<file path="src/pptu_pkg.sv">
// Package for the paddle pot pulse timer: request kinds, register indexes,
// sequence phases and the widths that follow from the sample range.
// No dependencies.
package pptu_pkg;

   // Full-scale reading; a reading r gives a raw delay of (SAMPLE_RANGE - r) / 4.
   localparam int SAMPLE_RANGE = 1024;

   // Fixed field widths
   localparam int SAMPLE_W = 10;    // brake / throttle reading
   localparam int DELAY_W  = 8;     // stored and latched delays, clamp registers
   localparam int COUNT_W  = 10;    // tick counter and discharge length
   localparam int CSR_W    = 10;    // widest configuration register
   localparam int CSR_IDX_W = 2;

   // Widths derived from the sample range
   localparam int RANGE_W = $clog2(SAMPLE_RANGE + 1);
   localparam int OPND_W  = (RANGE_W > SAMPLE_W) ? RANGE_W : SAMPLE_W;
   localparam int DIFF_W  = OPND_W + 1;
   localparam int RAW_W   = RANGE_W - 2;
   localparam int CMP_W   = (RAW_W > DELAY_W) ? RAW_W : DELAY_W;

   localparam logic [COUNT_W-1:0] COUNT_MAX = {COUNT_W{1'b1}};

   // Register reset values
   localparam logic [COUNT_W-1:0] DISCHARGE_RST = COUNT_W'(220);
   localparam logic [DELAY_W-1:0] MIN_DELAY_RST = DELAY_W'(3);
   localparam logic [DELAY_W-1:0] MAX_DELAY_RST = DELAY_W'(243);

   typedef enum logic [1:0] {
      REQ_SAMPLE = 2'd0,
      REQ_SYNC   = 2'd1,
      REQ_TICK   = 2'd2
   } req_kind_type;

   typedef enum logic [CSR_IDX_W-1:0] {
      CSR_DISCHARGE = 2'd0,
      CSR_MIN_DELAY = 2'd1,
      CSR_MAX_DELAY = 2'd2
   } csr_index_type;

   typedef enum logic [3:0] {
      PH_IDLE  = 4'b0001,
      PH_DISCH = 4'b0010,
      PH_LEAD  = 4'b0100,
      PH_TRAIL = 4'b1000
   } phase_type;

endpackage

</file>
<file path="src/paddle_pot_pulse_timer_unit.sv">
// Paddle pot pulse timer: top level, the whole block in one module.
// Depends on pptu_pkg (scoped names only).
//
//  channel | direction | handshake             | payload
//  --------+-----------+-----------------------+------------------------------------------
//  req     | in        | req_tvalid/req_tready | tuser: req_type; tdata: brake, throttle
//  rsp     | out       | rsp_tvalid/rsp_tready | tdata: pot_x_level, pot_y_level, busy_res
//  csr     | in        | csr_we (no wait)      | csr_index, csr_wdata
//
// One item per cycle: each accepted item updates the state through one level of
// logic and lands in the result register on the same edge, so its result shows
// in the next cycle. The only stored element on the item path is that result
// register; req_tready is low only while a result waits and rsp_tready is low.
// Reset (synchronous, active high) restores all state and the registers to
// their documented defaults and empties the result register.
module paddle_pot_pulse_timer_unit (
   input  logic        clock,
   input  logic        reset,
   // request channel
   input  logic        req_tvalid,
   output logic        req_tready,
   input  logic [23:0] req_tdata,   // [9:0] brake_value, [19:10] throttle_value, rest 0
   input  logic [1:0]  req_tuser,   // [1:0] req_type
   // result channel
   output logic        rsp_tvalid,
   input  logic        rsp_tready,
   output logic [7:0]  rsp_tdata,   // [0] pot_x_level, [1] pot_y_level, [2] busy_res
   // configuration
   input  logic                            csr_we,
   input  logic [pptu_pkg::CSR_IDX_W-1:0]  csr_index,
   input  logic [pptu_pkg::CSR_W-1:0]      csr_wdata
);

   localparam int DW = pptu_pkg::DELAY_W;
   localparam int CW = pptu_pkg::COUNT_W;

   // ---------------------------------------------------------------- registers
   logic [CW-1:0] discharge_ff;
   logic [DW-1:0] min_delay_ff;
   logic [DW-1:0] max_delay_ff;

   logic                x_leads_ff,  x_leads_in;
   logic [DW-1:0]       x_delay_ff,  x_delay_in;
   logic [DW-1:0]       y_delay_ff,  y_delay_in;
   pptu_pkg::phase_type phase_ff,    phase_in;
   logic [CW-1:0]       count_ff,    count_in;
   logic                lat_lead_ff, lat_lead_in;
   logic [DW-1:0]       lat_first_ff,  lat_first_in;
   logic [DW-1:0]       lat_second_ff, lat_second_in;
   logic [1:0]          levels_ff,   levels_in;   // bit 0 x line, bit 1 y line

   logic       rsp_valid_ff, rsp_valid_in;
   logic [2:0] rsp_data_ff,  rsp_data_in;

   logic accept;

   // ---------------------------------------------------------------- helpers
   // Raw delay of one reading: (range - r) / 4, or 0 when r is above the range.
   function automatic logic [pptu_pkg::RAW_W-1:0] raw_delay(
      input logic [pptu_pkg::SAMPLE_W-1:0] v
   );
      logic [pptu_pkg::DIFF_W-1:0] diff;
      diff = pptu_pkg::DIFF_W'(pptu_pkg::SAMPLE_RANGE) - pptu_pkg::DIFF_W'(v);
      if (diff[pptu_pkg::DIFF_W-1]) begin
         return '0;
      end
      return diff[pptu_pkg::RANGE_W-1:2];
   endfunction

   // Above max wins over below min, also when min > max.
   function automatic logic [DW-1:0] clamp_delay(
      input logic [pptu_pkg::RAW_W-1:0] d,
      input logic [DW-1:0]              lo,
      input logic [DW-1:0]              hi
   );
      logic [pptu_pkg::CMP_W-1:0] dd;
      dd = pptu_pkg::CMP_W'(d);
      if (dd > pptu_pkg::CMP_W'(hi)) begin
         return hi;
      end
      if (dd < pptu_pkg::CMP_W'(lo)) begin
         return lo;
      end
      return dd[DW-1:0];
   endfunction

   // ---------------------------------------------------------------- sample path
   logic [pptu_pkg::RAW_W-1:0] raw_x, raw_y, diff_x, diff_y;
   logic                       x_first;

   assign raw_x   = raw_delay(req_tdata[9:0]);
   assign raw_y   = raw_delay(req_tdata[19:10]);
   assign x_first = raw_x < raw_y;                  // tie: y leads
   assign diff_x  = x_first ? raw_x : raw_x - raw_y;
   assign diff_y  = x_first ? raw_y - raw_x : raw_y;

   // ---------------------------------------------------------------- handshake
   assign req_tready = !rsp_valid_ff || rsp_tready;
   assign accept     = req_tvalid && req_tready;

   // ---------------------------------------------------------------- next state
   // A tick may walk through discharge end, lead edge and trail edge in one go
   // when the latched delays are zero, so the phase checks run in order.
   always_comb begin
      x_leads_in    = x_leads_ff;
      x_delay_in    = x_delay_ff;
      y_delay_in    = y_delay_ff;
      phase_in      = phase_ff;
      count_in      = count_ff;
      lat_lead_in   = lat_lead_ff;
      lat_first_in  = lat_first_ff;
      lat_second_in = lat_second_ff;
      levels_in     = levels_ff;

      case (req_tuser)
         pptu_pkg::REQ_SAMPLE: begin
            x_leads_in = x_first;
            x_delay_in = clamp_delay(diff_x, min_delay_ff, max_delay_ff);
            y_delay_in = clamp_delay(diff_y, min_delay_ff, max_delay_ff);
         end
         pptu_pkg::REQ_SYNC: begin
            // ignored while a sequence runs
            if (phase_ff == pptu_pkg::PH_IDLE) begin
               levels_in = 2'b11;
               phase_in  = pptu_pkg::PH_DISCH;
               count_in  = '0;
            end
         end
         pptu_pkg::REQ_TICK: begin
            if (phase_ff != pptu_pkg::PH_IDLE) begin
               if (count_ff != pptu_pkg::COUNT_MAX) begin
                  count_in = count_ff + CW'(1);
               end
               if (phase_in == pptu_pkg::PH_DISCH && count_in >= discharge_ff) begin
                  lat_lead_in   = x_leads_ff;
                  lat_first_in  = x_leads_ff ? x_delay_ff : y_delay_ff;
                  lat_second_in = x_leads_ff ? y_delay_ff : x_delay_ff;
                  phase_in      = pptu_pkg::PH_LEAD;
                  count_in      = '0;
               end
               if (phase_in == pptu_pkg::PH_LEAD && count_in >= CW'(lat_first_in)) begin
                  levels_in = levels_in & (lat_lead_in ? 2'b10 : 2'b01);
                  phase_in  = pptu_pkg::PH_TRAIL;
                  count_in  = '0;
               end
               if (phase_in == pptu_pkg::PH_TRAIL && count_in >= CW'(lat_second_in)) begin
                  levels_in = 2'b00;
                  phase_in  = pptu_pkg::PH_IDLE;
                  count_in  = '0;
               end
            end
         end
         default: begin
            // unused code: state unchanged, result shows the current state
         end
      endcase
   end

   // result register: loads on accept, empties when taken
   always_comb begin
      rsp_valid_in = rsp_valid_ff;
      rsp_data_in  = rsp_data_ff;
      if (accept) begin
         rsp_valid_in = 1'b1;
         rsp_data_in  = {phase_in != pptu_pkg::PH_IDLE, levels_in};
      end else if (rsp_tready) begin
         rsp_valid_in = 1'b0;
      end
   end

   // ---------------------------------------------------------------- flops
   always_ff @(posedge clock) begin
      if (reset) begin
         discharge_ff <= pptu_pkg::DISCHARGE_RST;
         min_delay_ff <= pptu_pkg::MIN_DELAY_RST;
         max_delay_ff <= pptu_pkg::MAX_DELAY_RST;
      end else if (csr_we) begin
         case (csr_index)
            pptu_pkg::CSR_DISCHARGE: discharge_ff <= csr_wdata[CW-1:0];
            pptu_pkg::CSR_MIN_DELAY: min_delay_ff <= csr_wdata[DW-1:0];
            pptu_pkg::CSR_MAX_DELAY: max_delay_ff <= csr_wdata[DW-1:0];
            default: begin
            end
         endcase
      end
   end

   always_ff @(posedge clock) begin
      if (reset) begin
         x_leads_ff    <= 1'b1;
         x_delay_ff    <= pptu_pkg::MAX_DELAY_RST;
         y_delay_ff    <= pptu_pkg::MAX_DELAY_RST;
         phase_ff      <= pptu_pkg::PH_IDLE;
         count_ff      <= '0;
         lat_lead_ff   <= 1'b1;
         lat_first_ff  <= '0;
         lat_second_ff <= '0;
         levels_ff     <= 2'b00;
      end else if (accept) begin
         x_leads_ff    <= x_leads_in;
         x_delay_ff    <= x_delay_in;
         y_delay_ff    <= y_delay_in;
         phase_ff      <= phase_in;
         count_ff      <= count_in;
         lat_lead_ff   <= lat_lead_in;
         lat_first_ff  <= lat_first_in;
         lat_second_ff <= lat_second_in;
         levels_ff     <= levels_in;
      end
   end

   always_ff @(posedge clock) begin
      if (reset) begin
         rsp_valid_ff <= 1'b0;
      end else begin
         rsp_valid_ff <= rsp_valid_in;
      end
      rsp_data_ff <= rsp_data_in;
   end

   assign rsp_tvalid = rsp_valid_ff;
   assign rsp_tdata  = {5'b0, rsp_data_ff};

endmodule

</file>
<file path="config.mk">
export PLATFORM = sky130hd
export DESIGN_NAME = paddle_pot_pulse_timer_unit
export DESIGN_NICKNAME = d
export VERILOG_FILES = /design/src/pptu_pkg.sv /design/src/paddle_pot_pulse_timer_unit.sv
export SDC_FILE = /design/constraint.sdc
export NUM_CORES = 1
export LEC_CHECK = 0
export BUFFER_PORTS_ARGS = -buffer_cell sky130_fd_sc_hd__buf_2
export CAP_MARGIN = 20
export CORE_MARGIN = 2
export CORE_UTILIZATION = 49
export DETAILED_ROUTE_END_ITERATION = 10
export PLACE_DENSITY = 0.74
export SLEW_MARGIN = 5
export SYNTH_ARGS = -nofsm -noshare
export SYNTH_HDL_FRONTEND = slang
export SYNTH_SLANG_ARGS = --single-unit
export TNS_END_PERCENT = 30
</file>
<file path="constraint.sdc">
create_clock -name clock -period 16.4 [get_ports clock]
set_input_delay 3.28 -clock clock [delete_from_list [all_inputs] [get_ports clock]]
set_output_delay 3.28 -clock clock [all_outputs]
set_load 0.1 [all_outputs]
</file>
### Yosys cells after proc, flatten, opt, wreduce, memory -nomap -nowiden

Index checks and enable logic that the tools add are counted.
W data, S select, Z words.

* logic and storage cells: 125
* bits in registers: 80
* output and inout bits: 10
* bits of input ports: 43

* reduce and logical (&&, ||, !) cells: 16
* bitwise logic cells: 1
* magnitude comparators: 8
* add/sub/neg operators: 5
* eq/ne operators: 13
* multiplexer cells: 68

Operator list (count)
* $mux W8: 16
* $mux W10: 12
* $mux W9: 6
* $mux W4: 9
* $sub A11 B10 Y12 const A: 2
* $ge A10 B8 Y1: 2
* $pmux W10 S2: 1
* $gt A9 B8 Y1: 2
* $lt A9 B8 Y1: 2
* $sub A9 B9 Y9: 2
* $mux W1: 17
* $add A10 B1 Y10 const B: 1
* $ge A10 B10 Y1: 1
* $mux W2: 5
* $ne A10 B10 Y1 const B: 1
* $lt A9 B9 Y1: 1
* $ne A4 B1 Y1 const B: 2
* $pmux W4 S2: 1
* $reduce_and A2 Y1: 4
* $eq A2 B1 Y1 const B: 2
* $eq A2 B2 Y1 const B: 2
* $eq A4 B1 Y1 const B: 1
* $eq A4 B2 Y1 const B: 1
* $eq A4 B3 Y1 const B: 1
* 11 further kinds: 17

### Logic depth before layout (Yosys ltp)

Gate-level depths: netlist of the first run.

* depth in word-level cells: 20
* depth in mapped cells: 31

### Least setup slack after synthesis of the first run

No wires, ideal clock.

* path type: input -> register
* start: in req_tdata[10]
* end: reg x_delay_ff[0]
* slack: 8.640 ns
* stages: 21
* buffers on the path: 2
* required time: 16.321 ns
* data arrival time: 7.681 ns
* cells stage by stage: or4_1 > nor4_1 > xnor2_1 > inv_1 > ha_1 > buf_4 > o21a_1 > o21ai_1 > a31o_2 > a21oi_1 > buf_2 > o21ai_0 > ha_1 > a21o_1 > a21o_1 > a21oi_1 > a21oi_1 > nor2_1 > a31oi_4 > a2111o_1 > o211ai_1

* longest elaborated chain between the ends: 11
* elaborated cells between the ends (all ways): 16
* those cells by class: add/sub (2); order compare (3); mux (11)

Ends and longest elaborated chain
* start, declared: line paddle_pot_pulse_timer_unit.sv:22 `input logic [23:0] req_tdata,`
* $sub A11 B10 Y12 *: line paddle_pot_pulse_timer_unit.sv:63 `diff = pptu_pkg::DIFF_W'(pptu_pkg::SAMPLE_RANGE) - pptu_pkg::DIFF_W'(v);`
* $mux W1: line paddle_pot_pulse_timer_unit.sv:64 `if (diff[pptu_pkg::DIFF_W-1]) begin`
* $mux W9 *: line paddle_pot_pulse_timer_unit.sv:67 `return diff[pptu_pkg::RANGE_W-1:2];`
* $sub A9 B9 Y9 / $lt A9 B9 Y1 (equally long branches): line paddle_pot_pulse_timer_unit.sv:94, paddle_pot_pulse_timer_unit.sv:93
* $mux W9 *: line paddle_pot_pulse_timer_unit.sv:94 `assign diff_x = x_first ? raw_x : raw_x - raw_y;`
* $lt A9 B8 Y1: line paddle_pot_pulse_timer_unit.sv:81 `if (dd < pptu_pkg::CMP_W'(lo)) begin`
* $mux W1 (2 in series): line paddle_pot_pulse_timer_unit.sv:81
* $mux W1: line paddle_pot_pulse_timer_unit.sv:115 `case (req_tuser)`
* $mux W8: line paddle_pot_pulse_timer_unit.sv:84 `return dd[DW-1:0];`
* $mux W8 *: line paddle_pot_pulse_timer_unit.sv:81
* end signal, assigned: line paddle_pot_pulse_timer_unit.sv:191 `x_delay_ff <= pptu_pkg::MAX_DELAY_RST;`
* end signal, assigned: line paddle_pot_pulse_timer_unit.sv:201 `x_delay_ff <= x_delay_in;`
* end, declared: line paddle_pot_pulse_timer_unit.sv:43 `logic [DW-1:0] x_delay_ff, x_delay_in;`

Every way passes the cells marked *; elsewhere a longest branch is shown, timed or not. The select of a mux whose other input is x is not followed.
A chain may end at the register's enable or synchronous reset.

### Worst setup path in the final report of the first run

* start: in req_tdata[0]
* end: reg x_delay_ff[0]

The elaborated chain is that of the path after synthesis.

==> results.ini, run 1 <==
[clock_network]
clkTransAtPathRegs_ps = 60
cts_buffers = 9
cts.sinks = 80
cts_setup_buffers = 0
cts_tree = yes
root_buffer = clkbuf_16
post_cts_resized = 0
clkLatencyLatePin_ps = 340
clockBufferDepth = 2
ctsHoldBuffers = 0
htree_levels = 3

[finish]
antenna_cells = 0
nNetsFinal = 1004
fillCellCount = 1329
seqCellArea_um2 = 1632
final_common_cell = nor2_1
area_growth_pct = 8.682
multi_input_area_um2 = 4772
mostFrequentLayoutCells = nor2_1 (87), nand2_1 (81), ha_1 (77), dfxtp_1 (77), inv_1 (69)
drive_gt1_share_pct = 10.26

[synthesis]
netlist_instances = 861
synth-edff-count = 3
ys_ff_latch = 80
postSynthAreaPerCell_um2 = 7.950
synth_top_area_share_pct = 22.52
synth_top_flop_cell = dfxtp_1
ys_warn_count = 0
synth_top_area_cell = dfxtp_1
yosysSeqAreaShare_pct = 23.83
netlist_area_um2 = 6845
postSynth.asyncResetShare_pct = 0
synthTopCellsByArea = dfxtp_1 (23%), ha_1 (14%), mux2i_1 (5.0%), nor2_1 (4.8%), nand2_1 (4.4%)
synth_cell_types = 86

[power]
leakagePower_nw = 3.384
ir_drop_mv = 0.05116
powerDensity_nw_per_um2 = 81.57

[sta]
setup_ws_ps = 7637
finalSetupTns_ps = 0
grt_setup_unrepaired = no
final-hold-violation-count = 0
slew_viol_final = 0
fin_crit_ps = 8763
setup_viol = 0
period_share_pct = 53.43
worstMarginPinSlew_ps = 1009
timing.slew.headroom_pct = 32.65
fin_skew_ps = 5.783
fmaxAchievable_mhz = 114.1

[worst_setup_path]
startpoint_type = input pin
r2r_end = count_ff[0]
critical-path-top-delay-family = compound AO/OA/AOI/OAI gates
slowest_stage = a21oi_1
crit_required_ps = 16660
crit_fanout = 13
worstSetupPathType = in -> reg
r2r_cells = 30
arrival_ps = 9020
cp-end-kind = flip-flop
path_cells = buf_2 -> or4_1 -> nor3_1 -> xor2_1 -> inv_1 -> ha_1 -> o2111ai_1 -> a31o_2 -> a21oi_1 -> o21ai_0 -> ha_1 -> o21a_1 -> o21ai_1 -> a21oi_1 -> o41ai_1 -> nand3_1 -> a2111o_1 -> o211ai_1
path_buf_inv = 2
rrSetupSlack_ps = 8990
slowest_delay_ps = 780
critical_path.startpoint = req_tdata[0]
reg2reg_from = count_ff[0]

[die]
ios = 53
fp.dieH_um = 122.2
die_w_um = 122.2
fp-row-count = 43
die-area_um2 = 14930
initial_core_util_pct = 49.70
core_um2 = 13770

[route]
wire_per_inst_um = 15.64
top_layer = met4
dr.pass1.iters = 5
vias = 6187
met1Wirelength_mm = 7.999
dr_wl_met2_mm = 7.773
detail-route-antenna-nets = 0
met3_length_um = 756
drc = 0
routed_wl_mm = 16.69
first_iter_violations = 431
routed_via_density = 5.799

[placement]
hpwl_mm = 12.76
port_buffers = 43
gp_congestion = 0.9056
place_ws_ps = 7430

[global_route]
grt_max_degree = 74
grt_overflow_total = 0
grt_pass1_vias = 5762
antenna_found_initial = 0
gr-usage-all-layers_pct = 23.20
grt_pass1_wl_mm = 27.64

[worst_hold_path]
holdCritStartpoint = lat_lead_ff
worstHoldPathCells = 1
whs_endpoint = lat_lead_ff
hp-class = reg -> reg

[run_status]
outcome = complete, no violations

[flow_run]
cap_violations = 0

## cell usage after synthesis (all sizes together), types with 3 or more instances
| cell | n |
|---|---|
| edfxtp | 3 |
| o31a | 3 |
| xor2 | 9 |
| nand4 | 13 |
| a31o | 3 |
| o31ai | 8 |
| ha | 77 |
| o41ai | 4 |
| and3 | 8 |
| nand2b | 9 |
| nor3 | 12 |
| a21oi | 56 |
| dfxtp | 77 |
| xnor2 | 15 |
| and2 | 4 |
| o21a | 13 |
| nand2 | 82 |
| o21ai | 61 |
| buf | 18 |
| nor2 | 88 |
| a21o | 15 |
| nor2b | 27 |
| nor4 | 8 |
| or2 | 3 |
| clkbuf | 22 |
| mux2i | 34 |
| inv | 69 |
| o221ai | 7 |
| o221a | 5 |
| o22ai | 3 |
| o211ai | 6 |
| a211oi | 5 |
| nor3b | 3 |
| a31oi | 8 |
| o22a | 7 |
| o2111ai | 3 |
| a22oi | 7 |
| nand3 | 14 |
| a211o | 19 |
## cell type report
type | instances | share of cell area, %
clock buffer | 11 | 3.128
clock inverter | 5 | 1.093
inverter | 69 | 3.481
multi-input combinational | 676 | 64.14
sequential | 80 | 21.93
tap | 180 | 3.027
timing repair buffer | 46 | 3.195
## flip-flops by register name (all words and copies together) (netlist names), 2 cells and up
signal,flops
lat_first_ff,8
discharge_ff,10
phase_ff,4
min_delay_ff,8
rsp_data_ff,3
max_delay_ff,8
levels_ff,2
lat_second_ff,8
y_delay_ff,8
count_ff,10
x_delay_ff,8
## worst max path at each step
stage	slack (ps)	depth (start not counted)	endpoint
after floorplan	8640	21	x_delay_ff[0]
after global placement	7470	19	y_delay_ff[6]
after detailed placement	7430	18	x_delay_ff[0]
after CTS	7760	18	x_delay_ff[0]
after global routing	7200	18	x_delay_ff[6]
final	7640	18	x_delay_ff[0]
## report_power, final
part / internal, mW / leakage [nW] / switching [mW] / total, mW
sequential: 0.203 / 0.655 / 0.00665 / 0.210
combinational: 0.0696 / 2.58 / 0.113 / 0.182
clock: 0.133 / 0.150 / 0.0812 / 0.215
total: 0.406 / 3.38 / 0.201 / 0.607
## per-layer routing
layer  up-vias  global-route usage, %
li1       3129                      -
met3        12                  3.745
met4         0                  5.388
met1      2901                  31.56
met5         -                      0
met2       145                  38.58
## metrics by stage
step / utilization (%) / power, mW / area [µm²] / hold slack (ps) / instances
6_report: 54.02 / 0.6068 / 7440 / 462.6 / 1067
4_1_cts: 53.96 / 0.6070 / 7432 / 465.1 / 1066
5_1_grt: 54.02 / 0.6392 / 7440 / 506.0 / 1067
3_3_place_gp: 51.68 / 0.3905 / 7118 / 441.5 / 1050
2_1_floorplan: - / 0.3545 / 6860 / 434.7 / 865
3_5_place_dp: 51.68 / 0.3933 / 7118 / 450.7 / 1050
## cells by family (layout without fill, tap and decap cells)
| family | Yosys count | after routing | synth area share (%) |
|---|---|---|---|
| AND/OR/NAND/NOR | 281 | 281 | 20.22 |
| AO/OA/AOI/OAI | 252 | 252 | 26.23 |
| buffers and inverters | 109 | 131 | 6.745 |
| flip-flops | 80 | 80 | 23.83 |
| adder cells (fa/ha/maj) | 79 | 79 | 14.66 |
| multiplexers | 35 | 35 | 5.191 |
| XOR/XNOR | 24 | 24 | 3.071 |
| other | 1 | 5 | 0.05478 |
## worst reg2reg max path: cells and delay by family (launching register included)
family | cells | cell delay [ps]
DFF | 1 | 370
buffers and inverters | 2 | 350
and+or+nand+nor | 8 | 1650
xor gates and xnor gates | 1 | 320
AOI/OAI and AO/OA | 15 | 3530
adders and majority gates | 4 | 1100
No activity file was read; power rests on OpenSTA's default activity.
==> run 2: changes to the inputs <==
- PLACE_DENSITY: 0.74 -> 0.77
- clock period: 16.4 -> 7 ns (I/O delays scaled with it)
==> run 2 against run 1 <==
Sequential power grew 130%; power up 140%; clock skew grew 2.1 ps; global-route usage shrank 0.41 points; worst hold slack lost 2.7 ps; sequential share of layout area shrank 0.52 points; critical path type is now reg -> reg; critical endpoint is now count_ff[4].
==> results.ini, run 2 (synthesis results as in run 1) <==
[sta]
fin_crit_ps = 6593
grt_setup_unrepaired = no
fmaxAchievable_mhz = 151.7
setup_viol = 0
finalSetupTns_ps = 0
final-hold-violation-count = 0
timing.slew.headroom_pct = 36.29
fin_skew_ps = 7.906
slew_viol_final = 0
worstMarginPinSlew_ps = 954.3
period_share_pct = 94.19

[die]
die-area_um2 = 14930
die_w_um = 122.2
initial_core_util_pct = 49.70
core_um2 = 13770
fp-row-count = 43
fp.dieH_um = 122.2
ios = 53

[finish]
fillCellCount = 1290
stdcell_count = 1081
antenna_cells = 0
final_cell_area_um2 = 7621
seqCellArea_um2 = 1632
mostFrequentLayoutCells = nor2_1 (87), nand2_1 (81), ha_1 (77), dfxtp_1 (77), inv_1 (69)
nNetsFinal = 1018
area_growth_pct = 11.33
final_common_cell = nor2_1
top_regs = count_ff x10, discharge_ff x10
multi_input_area_um2 = 4830
drive_gt1_share_pct = 12.54

[worst_setup_path]
worstSetupPathType = reg -> reg
path_buf_inv = 3
crit_fanout = 37
crit_required_ps = 7270
startpoint_type = flip-flop
cp-end-kind = flip-flop
slowest_delay_ps = 390
critical-path-top-delay-family = compound AO/OA/AOI/OAI gates
slowest_stage = dfxtp_1
arrival_ps = 6860

[global_route]
grt_pass1_vias = 5749
gr-usage-all-layers_pct = 22.79
grt_overflow_total = 0
antenna_found_initial = 0
grt_max_degree = 73
grt_pass1_wl_mm = 27.22

[placement]
port_buffers = 43
dp.cells = 1059
hpwl_mm = 12.60
placed_area_um2 = 7198
gp_congestion = 0.9518

[route]
vias = 6330
wire_per_inst_um = 15.58
drc = 0
first_iter_violations = 536
routed_via_density = 5.856
routed_wl_mm = 16.84
detail-route-antenna-nets = 0
dr.pass1.iters = 6

[flow_run]
cap_violations = 0

[clock_network]
root_buffer = clkbuf_16
ctsHoldBuffers = 0
clkLatencyLatePin_ps = 340
clockBufferDepth = 2
cts_buffers = 9
cts.sinks = 80
htree_levels = 3
clkTransAtPathRegs_ps = 60
cts_tree = yes

[power]
leakagePower_nw = 3.465
ir_drop_mv = 0.1287
powerDensity_nw_per_um2 = 188.6
finalPower_mw = 1.437

[worst_hold_path]
hp-class = reg -> reg

[run_status]
outcome = complete, no violations

==> run 2: final timing paths <==
kind,to,depth (start not counted),slack [ps],start
setup / recovery,count_ff[4],31,410,count_ff[0]
hold / removal,lat_lead_ff,1,460,lat_lead_ff
setup reg to reg,count_ff[4],31,410,count_ff[0]
hold reg to reg,lat_lead_ff,1,460,lat_lead_ff
==> run 2: repair_timing <==
action / in CTS / in global routing
setup endpoints to repair: 0 / 17
resized for setup: 0 / 12
setup buffers: 0 / 4
==> run 2: final cells by class <==
cell class              instances  area share, %
multi-input cells             677          63.37
flip-flops and latches         80          21.41
repair buffers                 59          4.613
inverters                      69          3.398
clock buffers                  12          3.234
well taps                     180          2.955
clock inverters                 4          1.018
==> run 2: report_power, final <==
part	switching [mW]	internal (mW)
Clock	0.190	0.324
Combinational	0.266	0.166
Sequential	0.0154	0.476
==> run 2: per-layer routing <==
layer  up-vias  share of wire (%)  GRT usage [%]
met3        42                5.7          4.588
met2       192                 45          35.61
met5         -                  0              0
li1       3175                  -              -
met1      2921                 46          30.94
met4         0                2.7          8.693
==> run 2: metrics by stage <==
step / hold slack, ps / util (%) / setup WS (ps)
after floorplan: 434.7 / - / 787.3
after global placement: 440.9 / 52.26 / 345.5
after detailed placement: 448.4 / 52.26 / 311.9
after CTS: 461.5 / 54.61 / 159.9
after global routing: 485.0 / 55.33 / 2.713
final: 459.9 / 55.33 / 406.8
